## src/rtl/core/bdsl_pkg.sv

```systemverilog
// Package for the button debounce block: register indexes, reset values,
// and the configuration and result structs. Depends on nothing.

package bdsl_pkg;

	// Widths of the configuration port and counters
	localparam int unsigned CNT_W      = 16;
	localparam int unsigned CFG_DATA_W = 16;
	localparam int unsigned CFG_IDX_W  = 2;

	// Register indexes
	localparam logic [CFG_IDX_W-1:0] CFG_DEBOUNCE = 2'd0;
	localparam logic [CFG_IDX_W-1:0] CFG_HOLD     = 2'd1;

	// Reset values of the registers
	localparam logic [CNT_W-1:0] DEBOUNCE_RST = 16'd50;
	localparam logic [CNT_W-1:0] HOLD_RST     = 16'd1000;

	// Settings seen by the timer
	typedef struct packed {
		logic [CNT_W-1:0] debounce_ms;
		logic [CNT_W-1:0] hold_ms;
	} bdsl_cfg_t;

	// One result beat
	typedef struct packed {
		logic short_press;
		logic long_press;
	} bdsl_res_t;

endpackage

```

## src/rtl/core/bdsl_ifs.sv

```systemverilog
// Valid/ready channel interfaces for the button debounce block.
// Self-contained; used by the top level.

interface bdsl_in_if;
	logic valid;
	logic ready;
	logic pin_level;

	modport source (output valid, output pin_level, input ready);
	modport sink (input valid, input pin_level, output ready);
endinterface

interface bdsl_out_if;
	logic valid;
	logic ready;
	logic short_press;
	logic long_press;

	modport source (output valid, output short_press, output long_press, input ready);
	modport sink (input valid, input short_press, input long_press, output ready);
endinterface

```

## src/rtl/core/bdsl_cfg_regs.sv

```systemverilog
// Configuration registers of the button debounce block.
// Depends on bdsl_pkg.

module bdsl_cfg_regs
	import bdsl_pkg::*;
(
	input  logic                  clk,
	input  logic                  arst_n,
	input  logic                  cfg_we,
	input  logic [CFG_IDX_W-1:0]  cfg_index,
	input  logic [CFG_DATA_W-1:0] cfg_wdata,
	output bdsl_cfg_t             cfg
);

	logic [CNT_W-1:0] debounce_q;
	logic [CNT_W-1:0] hold_q;

	// Write decode; indexes beyond the list are dropped.
	always_ff @(posedge clk or negedge arst_n) begin
		if (!arst_n) begin
			debounce_q <= DEBOUNCE_RST;
			hold_q     <= HOLD_RST;
		end else if (cfg_we) begin
			case (cfg_index)
				CFG_DEBOUNCE: debounce_q <= cfg_wdata[CNT_W-1:0];
				CFG_HOLD:     hold_q     <= cfg_wdata[CNT_W-1:0];
				default: ;
			endcase
		end
	end

	assign cfg.debounce_ms = debounce_q;
	assign cfg.hold_ms     = hold_q;

endmodule

```

## src/rtl/core/bdsl_timer.sv

```systemverilog
// Debounce and hold timer: the button state and the step logic that turns
// one tick into a result. Depends on bdsl_pkg.

module bdsl_timer
	import bdsl_pkg::*;
(
	input  logic      clk,
	input  logic      arst_n,
	input  logic      step,
	input  logic      level,
	input  bdsl_cfg_t cfg,
	output bdsl_res_t res
);

	logic             last_level_q;
	logic             running_q;
	logic [CNT_W-1:0] elapsed_q;

	logic             edge_det;
	logic             run_mid;
	logic [CNT_W-1:0] cnt_mid;
	logic             run_nxt;
	logic [CNT_W-1:0] cnt_nxt;
	logic [CNT_W-1:0] cnt_inc;
	logic             short_det;
	logic             long_det;

	// Edge handling first, against the count as it stands.
	always_comb begin
		edge_det  = level != last_level_q;
		run_mid   = running_q;
		cnt_mid   = elapsed_q;
		short_det = 1'b0;
		if (edge_det) begin
			if (!running_q) begin
				run_mid = 1'b1;
				cnt_mid = '0;
			end else if (elapsed_q >= cfg.debounce_ms && !level) begin
				short_det = 1'b1;
				cnt_mid   = '0;
			end
		end
	end

	assign cnt_inc = cnt_mid + 1'b1;

	// Then count and compare against debounce and hold.
	always_comb begin
		run_nxt  = run_mid;
		cnt_nxt  = cnt_mid;
		long_det = 1'b0;
		if (run_mid) begin
			cnt_nxt = cnt_inc;
			if (cnt_inc == cfg.debounce_ms && !level) begin
				run_nxt = 1'b0;
			end
			if (cnt_inc == cfg.hold_ms) begin
				run_nxt  = 1'b0;
				long_det = level;
			end
		end
	end

	assign res = {short_det, long_det};

	// State moves only when a tick is processed.
	always_ff @(posedge clk or negedge arst_n) begin
		if (!arst_n) begin
			last_level_q <= 1'b0;
			running_q    <= 1'b0;
			elapsed_q    <= '0;
		end else if (step) begin
			last_level_q <= level;
			running_q    <= run_nxt;
			elapsed_q    <= cnt_nxt;
		end
	end

endmodule

```

## src/rtl/core/button_debounce_short_long_press_core.sv

```systemverilog
// Top level of the button debouncer with short and long press detection.
// Depends on bdsl_pkg, bdsl_ifs, bdsl_cfg_regs and bdsl_timer.
//
// Usage: each input beat on in_ch is one millisecond tick carrying the
// sampled button level (1 = pressed). Every tick gives exactly one result
// beat on out_ch with short_press and long_press flags, in tick order.
// Registers are written through cfg_we / cfg_index / cfg_wdata: index 0 is
// the debounce time, index 1 the hold time, both in ticks; write them only
// while no tick is in flight.
// A tick accepted on in_ch sits in the input register, then moves to the
// result register, from which its result beat is taken. Throughput: one
// tick per cycle while out_ch is not stalled, set by the combinational
// compare and increment of the timer.
// Reset clears both pipeline stages and the timer state (button released,
// timer idle) and loads the registers with 50 and 1000.
// When the receiver stalls, the result register holds its beat and the
// input register still takes one more tick; in_ch.ready drops only when
// both stages are full.

module button_debounce_short_long_press_core
	import bdsl_pkg::*;
(
	input  logic                  clk,
	input  logic                  arst_n,
	input  logic                  cfg_we,
	input  logic [CFG_IDX_W-1:0]  cfg_index,
	input  logic [CFG_DATA_W-1:0] cfg_wdata,
	bdsl_in_if.sink               in_ch,
	bdsl_out_if.source            out_ch
);

	bdsl_cfg_t cfg;
	bdsl_res_t res;
	bdsl_res_t res_q;
	logic      valid_s1;
	logic      level_s1;
	logic      out_valid_q;
	logic      advance;

	bdsl_cfg_regs u_cfg (
		.clk       (clk),
		.arst_n    (arst_n),
		.cfg_we    (cfg_we),
		.cfg_index (cfg_index),
		.cfg_wdata (cfg_wdata),
		.cfg       (cfg)
	);

	bdsl_timer u_timer (
		.clk    (clk),
		.arst_n (arst_n),
		.step   (advance),
		.level  (level_s1),
		.cfg    (cfg),
		.res    (res)
	);

	// A tick moves on when the result register is free or being drained.
	assign advance     = valid_s1 && (!out_valid_q || out_ch.ready);
	assign in_ch.ready = !valid_s1 || advance;

	// Input register.
	always_ff @(posedge clk or negedge arst_n) begin
		if (!arst_n) begin
			valid_s1 <= 1'b0;
		end else if (in_ch.valid && in_ch.ready) begin
			valid_s1 <= 1'b1;
		end else if (advance) begin
			valid_s1 <= 1'b0;
		end
	end

	always_ff @(posedge clk) begin
		if (in_ch.valid && in_ch.ready) begin
			level_s1 <= in_ch.pin_level;
		end
	end

	// Result register.
	always_ff @(posedge clk or negedge arst_n) begin
		if (!arst_n) begin
			out_valid_q <= 1'b0;
		end else if (advance) begin
			out_valid_q <= 1'b1;
		end else if (out_ch.ready) begin
			out_valid_q <= 1'b0;
		end
	end

	always_ff @(posedge clk) begin
		if (advance) begin
			res_q <= res;
		end
	end

	assign out_ch.valid       = out_valid_q;
	assign out_ch.short_press = res_q.short_press;
	assign out_ch.long_press  = res_q.long_press;

	// A release and a held button cannot both be reported on one tick.
	a_press_excl: assert property (@(posedge clk) disable iff (!arst_n)
		out_valid_q |-> !(res_q.short_press && res_q.long_press))
		else $error("short and long press in the same beat");

	// A tick that cannot move on stays in the input register unchanged.
	a_s1_hold: assert property (@(posedge clk) disable iff (!arst_n)
		(valid_s1 && !advance) |=> (valid_s1 && $stable(level_s1)))
		else $error("input stage lost or changed a stalled tick");

	// Input backpressure only when both stages are full and the output stalls.
	a_ready_low: assert property (@(posedge clk) disable iff (!arst_n)
		!in_ch.ready |-> (valid_s1 && out_valid_q && !out_ch.ready))
		else $error("input stalled while the pipeline had room");

endmodule
```

## src/flat_wrapper.sv

```systemverilog
// flat-port wrapper written by rule: the top's interface ports become plain ports
module button_debounce_short_long_press_core_flat import bdsl_pkg::*;
  (clk, arst_n, cfg_we, cfg_index, cfg_wdata, in_ch_valid, in_ch_pin_level, in_ch_ready, out_ch_valid, out_ch_short_press, out_ch_long_press, out_ch_ready);
  bdsl_in_if in_ch_i ();
  bdsl_out_if out_ch_i ();
  input  logic clk;
  input  logic arst_n;
  input  logic cfg_we;
  input  logic [CFG_IDX_W-1:0] cfg_index;
  input  logic [CFG_DATA_W-1:0] cfg_wdata;
  input wire logic [$bits(in_ch_i.valid)-1:0] in_ch_valid;
  input wire logic [$bits(in_ch_i.pin_level)-1:0] in_ch_pin_level;
  output wire logic [$bits(in_ch_i.ready)-1:0] in_ch_ready;
  output wire logic [$bits(out_ch_i.valid)-1:0] out_ch_valid;
  output wire logic [$bits(out_ch_i.short_press)-1:0] out_ch_short_press;
  output wire logic [$bits(out_ch_i.long_press)-1:0] out_ch_long_press;
  input wire logic [$bits(out_ch_i.ready)-1:0] out_ch_ready;
  assign in_ch_i.valid = in_ch_valid;
  assign in_ch_i.pin_level = in_ch_pin_level;
  assign in_ch_ready = in_ch_i.ready;
  assign out_ch_valid = out_ch_i.valid;
  assign out_ch_short_press = out_ch_i.short_press;
  assign out_ch_long_press = out_ch_i.long_press;
  assign out_ch_i.ready = out_ch_ready;
  button_debounce_short_long_press_core u_core (.clk(clk), .arst_n(arst_n), .cfg_we(cfg_we), .cfg_index(cfg_index), .cfg_wdata(cfg_wdata), .in_ch(in_ch_i), .out_ch(out_ch_i));
endmodule
```

## config.mk

```make
export PLATFORM = sky130hd
export DESIGN_NAME = button_debounce_short_long_press_core_flat
export DESIGN_NICKNAME = d
export VERILOG_FILES = /design/src/rtl/core/bdsl_pkg.sv /design/src/rtl/core/bdsl_ifs.sv /design/src/rtl/core/bdsl_cfg_regs.sv /design/src/rtl/core/bdsl_timer.sv /design/src/rtl/core/button_debounce_short_long_press_core.sv /design/src/flat_wrapper.sv
export SDC_FILE = /design/constraint.sdc
export NUM_CORES = 1
export LEC_CHECK = 0
export ABC_AREA = 0
export CORE_MARGIN = 8
export CORE_UTILIZATION = 60
export CTS_CLUSTER_DIAMETER = 100
export CTS_CLUSTER_SIZE = 40
export DETAILED_ROUTE_END_ITERATION = 8
export DONT_BUFFER_PORTS = 1
export PLACE_DENSITY_LB_ADDON = 0.25
export SLEW_MARGIN = 20
export SYNTH_ARGS = -nofsm -noshare
export SYNTH_HDL_FRONTEND = slang
export SYNTH_SLANG_ARGS = --single-unit
```

## constraint.sdc

```tcl
create_clock -name clk -period 6.41 [get_ports clk]
set_input_delay 1.282 -clock clk [delete_from_list [all_inputs] [get_ports clk]]
set_output_delay 1.282 -clock clk [all_outputs]
set_load 0.01 [all_outputs]
```

==> key figures, run 1 <==
Final layout
  • Core Util, Final: 64.5%
  • Final nets: 423
  • Area grow syn2layout: 5.13%
  • Fin area: 0.00380 mm²
  • Share of post-route cells with drive strength above 1: 13.6%
  • Diodes inserted: 0

STA
  • RSZ-0062 raised after global routing: false
  • Final worst-path cycle share: 74.4%
  • # setup viols final: 0
  • Post-route setup TNS: 0 ns
  • Max-Slew Margin vs Limit: 45.9%
  • Post-route worst setup slack: 1.64 ns
  • Worst-Margin Slew: 0.808 ns
  • Count of final hold-check violations: 0
  • Clock Skews: 0.0105 ns
  • Crit path time final: 4.77 ns
  • Max Clk Rate: 210 MHz
  • Max-slew violation count: 0
  • WHS: 0.506 ns

Die
  • Die Footprint: 0.00876 mm²
  • DIE WIDTH: 93.6 µm
  • Rows: 28
  • Io pins: 28
  • Die height: 93.6 µm
  • Core Box Area: 0.00589 mm²
  • Initial Util: 61.4%

Synth
  • FFs w/ async S/R, synth: 94.5%
  • Gate Count Post-Synth: 384
  • Ys Warns: 0
  • Number of synthesized register bits: 55
  • Share of the synthesized area in the top cell type: 29.8%
  • Number of synthesized flops with an enable pin: 3
  • Syn nets: 425
  • Post-synthesis area per instance: 9.40 µm²
  • Sequential element share of the synthesized area: 38.8%
  • Leading post-synthesis cells by cell area: dfrtp_1, mux2_2, dfstp_2
  • Cell variety after synth: 55
  • Top FF cell, synth: dfrtp_1
  • Post-synth design cell area: 0.00361 mm²
  • Synth area leader: dfrtp_1

Critical path
  • CP Capture Type: flip-flop
  • CP required: 6.61 ns
  • CP most frequent cell: ha_1
  • Kind of cell adding the most delay to the critical path: compound AO/OA/AOI/OAI gates
  • Crit-path max cell delay: 0.52 ns
  • Critical setup path kind: flip-flop to flip-flop
  • Worst-path fanout max: 9
  • Slowest CP cell: or4_1
  • FF-to-FF Start: u_core.u_timer.elapsed_q[0]
  • Setup crit start: u_core.u_timer.elapsed_q[0]
  • WP data arrival: 4.97 ns
  • CP bufs+invs: 1
  • Reg2Reg Setup Slack: 1.64 ns
  • Startpoint types: flip-flop
  • Worst path cell trace: inv_1, ha_1, nand2b_1, a2111o_1, a31oi_1, a21o_1, and2_1, ha_1, nand2_1, nor4b_1, xnor2_1, o22ai_1, or4_1, o31ai_1, a41oi_1, o31a_1

Clock network
  • TritonCTS clock tree: yes
  • Latest clock arrival within the worst-skew pair: 0.32 ns
  • Setup Buffers After CTS: 0
  • Hold Buf Count CTS: 0
  • Clock sink count: 55
  • CTS Buffer Depth: 2
  • Worst-path clk slew: 0.10 ns
  • CTS Buf Count: 5
  • Clock Tree Root: clkbuf_8
  • CTS H-tree depth: 2
  • Post_cts resized: 0

Detailed routing
  • Number of vias per cell: 6.58
  • WL final: 10.4 mm
  • DR vias: 3015
  • First-pass DRT Iterations: 7
  • # DRC: 0
  • Routed Antenna Nets: 0
  • Number of DRC markers in iteration 0: 253
  • Routed len/inst: 22.7 µm

Global routing
  • GRT Residual Overflow: 0
  • GR Util All Layers: 24.5%
  • Number of global-route vias before repair: 3031
  • First-pass GRT wire length: 16.4 mm
  • Largest net degree at the start of global routing: 53
  • Initial antenna violation count: 0

Pwr
  • Maximum vdd drop: 223 µV
  • Pleak: 1.53 nW
  • Pwr Density: 299 mW/mm²

Place
  • Port Buffer Count: 0
  • Dpl hpwl: 8.11 mm
  • GPL Wtd Cong: 1.05
  • Place WS: 1.72 ns
  • Dpl cell area: 0.00368 mm²

Flow run
  • Max-Cap Viols: 0

Status
  • Status: finished, final reports clean

Min path
  • Min-delay src: u_core.valid_s1
  • HP Class: flip-flop to flip-flop
-- logic make-up (layout without fill, tap and decap cells) --
family	count (synthesis)	count (layout)	synth area share [%]
and+or+nand+nor	131	131	20.3
DFF	55	55	38.8
adders and majority gates	17	17	5.89
buffers and inverters	33	32	3.64
muxes	25	25	7.69
AOI/OAI and AO/OA	96	96	17.0
xor gates and xnor gates	27	27	6.55
-- cells in the mapped netlist (all sizes together), types with 3 or more instances --
cell type and n:
buf 5, nand2b 8, mux2 22, nand4 8
edfxtp 3, inv 21, nor4 5, xnor2 10
nor3 7, o22ai 5, nand3 7, o31ai 9
o21ai 33, and2 3, nand2 46, xor2 17
nor2 23, ha 17, nor3b 3, nor2b 4
mux2i 3, dfstp 9, a211oi 3, o32ai 6
clkbuf 7, a21o 3, nor4b 4, nand3b 3
a21oi 17, or4 3, a31oi 5, dfrtp 43
-- cell usage in the layout (no fill, tap or decap), drive strengths merged, types with 9 or more instances in the layout --
cell / n
dfrtp: 43
xnor2: 10
inv: 22
ha: 17
a21oi: 17
o21ai: 33
mux2: 22
xor2: 17
dfstp: 9
o31ai: 9
nor2: 23
nand2: 46
-- metal layers --
| layer | share of wire (%) | GRT usage [%] | vias to the layer above |
|---|---|---|---|
| met4 | 4.3 | 10.8 | 0 |
| li1 | - | - | 1400 |
| met1 | 41 | 31.4 | 1427 |
| met5 | 0 | 0 | - |
| met2 | 45 | 38.0 | 153 |
| met3 | 9.1 | 6.41 | 35 |
-- power breakdown --
part	switching (mW)	internal (mW)	leakage, nW
sequential	0.0956	0.415	0.656
clock	0.119	0.113	0.0600
combinational	0.226	0.165	0.814
-- cell type report --
| class | count | area (µm²) |
|---|---|---|
| multi-input cells | 296 | 2080 |
| inverters | 21 | 78.8 |
| repair buffers | 3 | 22.5 |
| fillers | 494 | 2090 |
| clock buffers | 7 | 108 |
| flip-flops and latches | 55 | 1400 |
| well taps | 75 | 93.8 |
| clock inverters | 1 | 8.76 |
-- flip-flops by register name, summed over array words and instances (netlist names) --
signal / cells
u_core.u_timer.elapsed_q: 16
u_core.u_timer.running_q: 1
u_core.u_cfg.hold_q: 16
u_core.out_ch.short_press: 1
u_core.u_timer.last_level_q: 1
u_core.out_ch.long_press: 1
u_core.u_cfg.debounce_q: 16
u_core.valid_s1: 1
u_core.out_ch.valid: 1
u_core.level_s1: 1
-- final timing paths --
| kind | end | cells after the start |
|---|---|---|
| worst min-delay path | u_core.out_ch.valid | 1 |
| worst min register to register | u_core.out_ch.valid | 1 |
| worst max-delay path | u_core.u_timer.running_q | 16 |
| worst max register to register | u_core.u_timer.running_q | 16 |
| max in group asynchronous | u_core.u_cfg.debounce_q[4] | 0 |
| min in group asynchronous | u_core.u_cfg.hold_q[13] | 0 |
-- per-stage QoR --
step,total power [mW],instances
after global placement,0.899,450
after global routing,1.20,458
after CTS,1.13,458
after detailed placement,0.900,450
after floorplan,0.780,384
final,1.13,458
Power figures use the tool's default switching activity.
==> run 2, diff against run 1 <==
clock period = 5 ns   (was 6.41 ns; I/O delays follow)
==> key figures, run 2 (synthesized netlist as in run 1, its figures left out) <==
Status
  • Status: finished, final reports clean

Pwr
  • Sw Share: 38.3% (-0.56 points)
  • Flop pwr share: 42.6% (-2.4 points)
  • Logic pwr share: 35.5% (+1.0 points)
  • Switching power: 0.584 mW (+33%)
  • Pwr Density: 397 mW/mm² (+33%)
  • Clock share of power: 21.9% (+1.4 points)
  • Maximum vdd drop: 263 µV (+18%)
  • Cell-internal power: 0.940 mW (+36%)
  • Pleak: 1.55 nW (+1.6%)

STA
  • Max Clk Rate: 220 MHz (+4.9%)
  • Post-route setup TNS: 0 ns (unchanged)
  • Clock Skews: 0.0106 ns (+0.000100 ns)
  • RSZ-0062 raised after global routing: false
  • Max-Slew Margin vs Limit: 44.6% (-1.3 points)
  • Worst-Margin Slew: 0.825 ns (+0.0164 ns)
  • Crit path time final: 4.54 ns (-0.225 ns)
  • Final worst-path cycle share: 90.9% (+16 points)
  • # setup viols final: 0 (unchanged)
  • Count of final hold-check violations: 0 (unchanged)
  • Max-slew violation count: 0 (unchanged)

Clock network
  • Setup Buffers After CTS: 0 (unchanged)
  • Latest clock arrival within the worst-skew pair: 0.32 ns (about the same)
  • CTS Buf Count: 5 (unchanged)
  • Post_cts resized: 0 (unchanged)
  • Worst-path clk slew: 0.11 ns (about the same)
  • Clock sink count: 55 (unchanged)
  • Hold Buf Count CTS: 0 (unchanged)
  • CTS Buffer Depth: 2 (unchanged)
  • Clock Tree Root: clkbuf_8
  • TritonCTS clock tree: yes
  • CTS H-tree depth: 2 (unchanged)

Critical path
  • WP data arrival: 4.75 ns (-0.22 ns)
  • Critical setup path kind: flip-flop to flip-flop
  • CP Capture Type: flip-flop
  • CP required: 5.21 ns (-1.40 ns)
  • Startpoint types: flip-flop
  • Worst-path fanout max: 6 (-3)

Detailed routing
  • DR vias: 3066 (+1.7%)
  • Routed Antenna Nets: 0 (unchanged)
  • WL final: 10.5 mm (+1.1%)
  • Detailed-routed wire length on met3: 753 µm (-20%)
  • Routed len/inst: 22.8 µm (+0.23%)
  • Met2 routed WL: 4.80 mm (+1.5%)
  • M1 WL: 4.65 mm (+8.3%)
  • Topmost layer with routed signal wires: met4
  • Number of DRC markers in iteration 0: 323 (+28%)
  • # DRC: 0 (unchanged)
  • Number of vias per cell: 6.64 (+0.81%)
  • First-pass DRT Iterations: 5 (-2)

Die
  • Die Footprint: 0.00876 mm² (unchanged)
  • Die height: 93.6 µm (unchanged)
  • Rows: 28 (unchanged)
  • Core Box Area: 0.00589 mm² (unchanged)
  • Io pins: 28 (unchanged)
  • DIE WIDTH: 93.6 µm (unchanged)
  • Initial Util: 61.4% (unchanged)

Global routing
  • Initial antenna violation count: 0 (unchanged)
  • Number of global-route vias before repair: 3132 (+3.3%)
  • First-pass GRT wire length: 16.9 mm (+3.1%)
  • Largest net degree at the start of global routing: 53 (unchanged)
  • GRT Residual Overflow: 0 (unchanged)
  • GR Util All Layers: 25.1% (+0.64 points)

Final layout
  • Most frequent cells in the layout: nand2_1, dfrtp_1, o21ai_0, nor2_1, mux2_2
  • Core Util, Final: 65.2% (+0.70 points)
  • Area grow syn2layout: 6.27%
  • Final nets: 427 (+0.95%)
  • Largest regs: u_core.u_cfg.debounce_q (16), u_core.u_cfg.hold_q (16), u_core.u_timer.elapsed_q (16)
  • Diodes inserted: 0 (unchanged)
  • Most common cell after layout, fill and taps aside: nand2_1
  • Share of post-route cells with drive strength above 1: 14.2% (+0.63 points)

Flow run
  • Max-Cap Viols: 0 (unchanged)

Place
  • Port Buffer Count: 0 (unchanged)
  • Dpl hpwl: 8.25 mm (+1.7%)
  • GPL Wtd Cong: 1.05 (-0.32%)

Min path
  • HP Class: input port to async pin
[run 2: changes by cell type in the layout (fill, tap and decap cells not counted)]
cell	delta
buf_4	+4
bufinv_16	+1
clkbuf_1	+1
clkbuf_8	-1
inv_6	-1
[run 2: worst max-delay path, stage by stage, from the launching register on]
cell and delay [ns]:
dfrtp_1 0.48, inv_1 0.12, ha_1 0.30, nand2b_1 0.15, a2111o_1 0.42, a31oi_1 0.27
a21o_1 0.32, and2_1 0.18, ha_1 0.21, nand2_1 0.16, nor4b_1 0.38, xnor2_1 0.26
o22ai_1 0.13, or4_1 0.52, o31ai_1 0.24, a41oi_1 0.16, o31a_1 0.14
[run 2: stage by stage]
step           power (mW)  area [µm²]  hold slack, ns  worst slack [ns]  cells
6_report             1.52        3840           0.356             0.457    462
5_1_grt              1.60        3840           0.358            0.0936    462
4_1_cts              1.51        3840           0.369             0.518    462
3_5_place_dp         1.18        3710           0.496             0.554    454
3_3_place_gp         1.17        3710           0.469             0.701    454
2_1_floorplan        1.00        3610           0.457             0.979    384
[run 2: power by group through the flow]
| stage | Sequential, mW | Clock (mW) | Combinational, mW |
|---|---|---|---|
| floorplan | 0.608 | 0 | 0.392 |
| global placement | 0.647 | 0 | 0.526 |
| detailed placement | 0.653 | 0 | 0.530 |
| CTS | 0.644 | 0.333 | 0.533 |
| global route | 0.658 | 0.349 | 0.597 |
| finish | 0.649 | 0.334 | 0.542 |
[run 2: metal layers]
layer / GRT usage (%) / up-vias
met3: 3.85 / 33
met1: 34.1 / 1484
li1: - / 1410
met5: 0 / -
met2: 39.2 / 139
met4: 9.91 / 0
[run 2: path summary, 6_finish.rpt]
path | from | to | slack, ns | depth (start not counted)
max | u_core.u_timer.elapsed_q[0] | u_core.u_timer.running_q | 0.46 | 16
min | arst_n | u_core.u_timer.elapsed_q[7] | 0.36 | 0
max reg2reg | u_core.u_timer.elapsed_q[0] | u_core.u_timer.running_q | 0.46 | 16
min reg2reg | u_core.u_cfg.hold_q[0] | u_core.u_cfg.hold_q[0] | 0.52 | 1
max in group asynchronous | arst_n | u_core.u_cfg.hold_q[5] | 4.45 | 0
min in group clk | u_core.u_cfg.hold_q[0] | u_core.u_cfg.hold_q[0] | 0.52 | 1
[run 2: area by class of cell]
class	count	area [µm²]
Sequential cell	55	1400
Inverter	21	78.8
Clock buffer	7	97.6
Timing Repair Buffer	7	52.6
Fill cell	513	2050
Clock inverter	1	30.0
Tap cell	75	93.8
Multi-Input combinational cell	296	2080
==> run 3, diff against run 2 <==
SYNTH_HIERARCHICAL = 1   (was default)
==> key figures, run 3 <==
Status
  • Status: finished, final reports clean

Synth
  • Ys Warns: 6 (+6)
  • Number of synthesized flops with an enable pin: 3 (unchanged)
  • FFs w/ async S/R, synth: 94.5% (unchanged)
  • Sequential element share of the synthesized area: 37.0% (-1.9 points)
  • Number of synthesized register bits: 55 (unchanged)
  • Cell variety after synth: 76 (+38%)
  • Synth area leader: dfrtp_1
  • Share of the synthesized area in the top cell type: 28.4% (-1.4 points)
  • Post-synthesis area per instance: 10.2 µm² (+8.2%)
  • Syn nets: 414 (-2.6%)
  • Most frequent cell after synthesis: dfrtp_1
  • Leading post-synthesis cells by cell area: dfrtp_1, mux2_2, dfstp_2
  • Gate Count Post-Synth: 373 (-2.9%)
  • Top FF cell, synth: dfrtp_1
  • Post-synth design cell area: 0.00379 mm² (+5.1%)
  • Synth top cells by count: dfrtp_1, mux2_2, nand2_1

Place
  • Dpl cell area: 0.00383 mm² (+3.2%)
  • GPL Wtd Cong: 1.04 (-0.70%)
  • Place WS: 0.378 ns (-0.175 ns)
  • Port Buffer Count: 0 (unchanged)
  • Dpl hpwl: 7.46 mm (-9.5%)
  • Placed cell count: 438 (-3.5%)

Die
  • DIE WIDTH: 95.5 µm (+2.1%)
  • Rows: 29 (+3.6%)
  • Core Box Area: 0.00624 mm² (+6.0%)
  • Initial Util: 60.8% (-0.57 points)
  • Die Footprint: 0.00912 mm² (+4.2%)
  • Io pins: 28 (unchanged)
  • Die height: 95.5 µm (+2.1%)

Clock network
  • CTS H-tree depth: 2 (unchanged)
  • CTS Buf Count: 5 (unchanged)
  • CTS Buffer Depth: 2 (unchanged)
  • Worst-path clk slew: 0.11 ns (about the same)
  • Setup Buffers After CTS: 0 (unchanged)
  • Clock Tree Root: clkbuf_8
  • TritonCTS clock tree: yes
  • Latest clock arrival within the worst-skew pair: 0.31 ns (about the same)
  • Clock sink count: 55 (unchanged)

Final layout
  • Area occupied by multi-input gates: 0.00222 mm² (+6.7%)
  • Non-Filler Instances: 446 (-3.5%)
  • Most common cell after layout, fill and taps aside: dfrtp_1
  • Core Util, Final: 62.9% (-2.3 points)
  • FF/Latch Area: 0.00140 mm² (unchanged)
  • Diodes inserted: 0 (unchanged)
  • Area grow syn2layout: 3.53%
  • Fin area: 0.00393 mm² (+2.3%)
  • Largest regs: u_core/u_cfg/debounce_q (16), u_core/u_cfg/hold_q (16), u_core/u_timer/elapsed_q (16)
  • Final nets: 409 (-4.2%)
  • Most frequent cells in the layout: dfrtp_1, mux2_2, nand2_1, inv_1, xnor2_1
  • FILL cells: 528 (+2.9%)
  • Share of post-route cells with drive strength above 1: 22.2% (+8.0 points)

Flow run
  • Max-Cap Viols: 0 (unchanged)

Global routing
  • Met2 Usage GRT: 33.4% (-5.8 points)
  • GRT Residual Overflow: 0 (unchanged)
  • Met3 Use GR: 4.88% (+1.0 points)
  • Grt met1 use: 30.7% (-3.4 points)
  • GR Util All Layers: 22.2% (-2.9 points)
  • Largest net degree at the start of global routing: 53 (unchanged)
  • GRT Max-Usage Layer: met2
  • Initial antenna violation count: 0 (unchanged)
  • Number of global-route vias before repair: 2822 (-9.9%)
  • First-pass GRT wire length: 15.3 mm (-9.4%)

Detailed routing
  • Number of vias per cell: 6.59 (-0.77%)
  • Routed len/inst: 21.4 µm (-5.9%)
  • # DRC: 0 (unchanged)
  • First-pass DRT Iterations: 5 (unchanged)
  • DR vias: 2937 (-4.2%)
  • Routed Antenna Nets: 0 (unchanged)
  • WL final: 9.56 mm (-9.2%)
  • Number of DRC markers in iteration 0: 200 (-38%)

Critical path
  • Kind of cell adding the most delay to the critical path: simple AND/OR/NAND/NOR gates
  • Startpoint types: flip-flop
  • CP Capture Type: flip-flop
  • CP bufs+invs: 1 (unchanged)
  • CP most frequent cell: nor4_2
  • Critical setup path kind: flip-flop to flip-flop
  • WP data arrival: 4.73 ns (-0.02 ns)
  • Worst path cell trace: inv_1, ha_1, nand2b_1, a2111oi_0, o32a_1, a21o_1, and2_1, ha_2, nand2_1, nor4_2, xnor2_1, o22ai_1, nor4_2, o21ai_1, nor4_2
  • CP required: 5.13 ns (-0.08 ns)
  • Slowest CP cell: dfrtp_1
  • Crit-path max cell delay: 0.50 ns (-0.02 ns)
  • Worst-path fanout max: 7 (+1)

STA
  • Count of final hold-check violations: 0 (unchanged)
  • Clock Skews: 0.00908 ns (-0.00156 ns)
  • Max-Slew Margin vs Limit: 46.6% (+1.9 points)
  • Crit path time final: 4.61 ns (+0.0643 ns)
  • Max Clk Rate: 217 MHz (-1.4%)
  • # setup viols final: 0 (unchanged)
  • Post-route worst setup slack: 0.392 ns (-0.0643 ns)
  • RSZ-0062 raised after global routing: false
  • Final worst-path cycle share: 92.2% (+1.3 points)
  • Max-slew violation count: 0 (unchanged)
  • Post-route setup TNS: 0 ns (unchanged)
  • Worst-Margin Slew: 0.800 ns (-0.0244 ns)

Pwr
  • Maximum vdd drop: 213 µV (-19%)
  • Pleak: 1.58 nW (+1.6%)
  • Pwr Density: 354 mW/mm² (-11%)

Min path
  • HP Class: input port to async pin
==> run 3: cells by family (layout without fill, tap and decap cells) <==
logic type | Yosys count | count (layout) | synth area share, %
and+or+nand+nor | 111 | 111 | 18.4
AOI/OAI and AO/OA | 92 | 92 | 17.7
DFF | 55 | 55 | 37.0
buffers and inverters | 39 | 35 | 4.78
muxes | 33 | 33 | 9.80
xor gates and xnor gates | 26 | 26 | 6.73
adders and majority gates | 17 | 17 | 5.61
==> run 3: final timing paths <==
| kind | startpoint | to | slack, ns | cells after the start |
|---|---|---|---|---|
| max | u_core/u_timer/elapsed_q[0] | u_core/out_ch.long_press | 0.39 | 15 |
| min | arst_n | u_core/u_timer/elapsed_q[2] | 0.37 | 0 |
| max reg2reg | u_core/u_timer/elapsed_q[0] | u_core/out_ch.long_press | 0.39 | 15 |
| min reg2reg | u_core/u_cfg/debounce_q[2] | u_core/u_cfg/debounce_q[2] | 0.53 | 1 |
| max in group asynchronous | arst_n | u_core/u_cfg/hold_q[6] | 4.43 | 0 |
| min in group clk | u_core/u_cfg/debounce_q[2] | u_core/u_cfg/debounce_q[2] | 0.53 | 1 |
==> run 3: layer usage <==
metal / vias to the layer above / wire length [µm] / part of all wire [%]
met2: 118 / 4220 / 44
met5: - / 0 / 0
met1: 1418 / 4350 / 45
met3: 19 / 737 / 7.7
met4: 0 / 260 / 2.7
li1: 1382 / - / -
==> run 3: power by group <==
part	internal, mW	switching, mW
logic	0.230	0.255
registers	0.532	0.113
clock network	0.102	0.157
total	0.864	0.525
==> run 3: area by class of cell <==
| cell class | count | share of cell area [%] |
|---|---|---|
| clock buffer | 5 | 1.75 |
| clock inverter | 3 | 0.573 |
| inverter | 23 | 2.20 |
| multi-input combinational | 279 | 56.5 |
| sequential | 55 | 35.7 |
| tap | 77 | 2.45 |
| timing repair buffer | 4 | 0.765 |
==> run 3: what timing repair did <==
| item | CTS | global route |
|---|---|---|
| resized for setup | 0 | 2 |
| hold buffers | 0 | 0 |
| setup endpoints to repair | 0 | 2 |
==> run 3: stage by stage <==
stage | hold WS (ns) | power, mW
finish | 0.366 | 1.39
global route | 0.352 | 1.46
CTS | 0.359 | 1.38
detailed placement | 0.515 | 1.13
global placement | 0.493 | 1.12
floorplan | 0.481 | 0.993
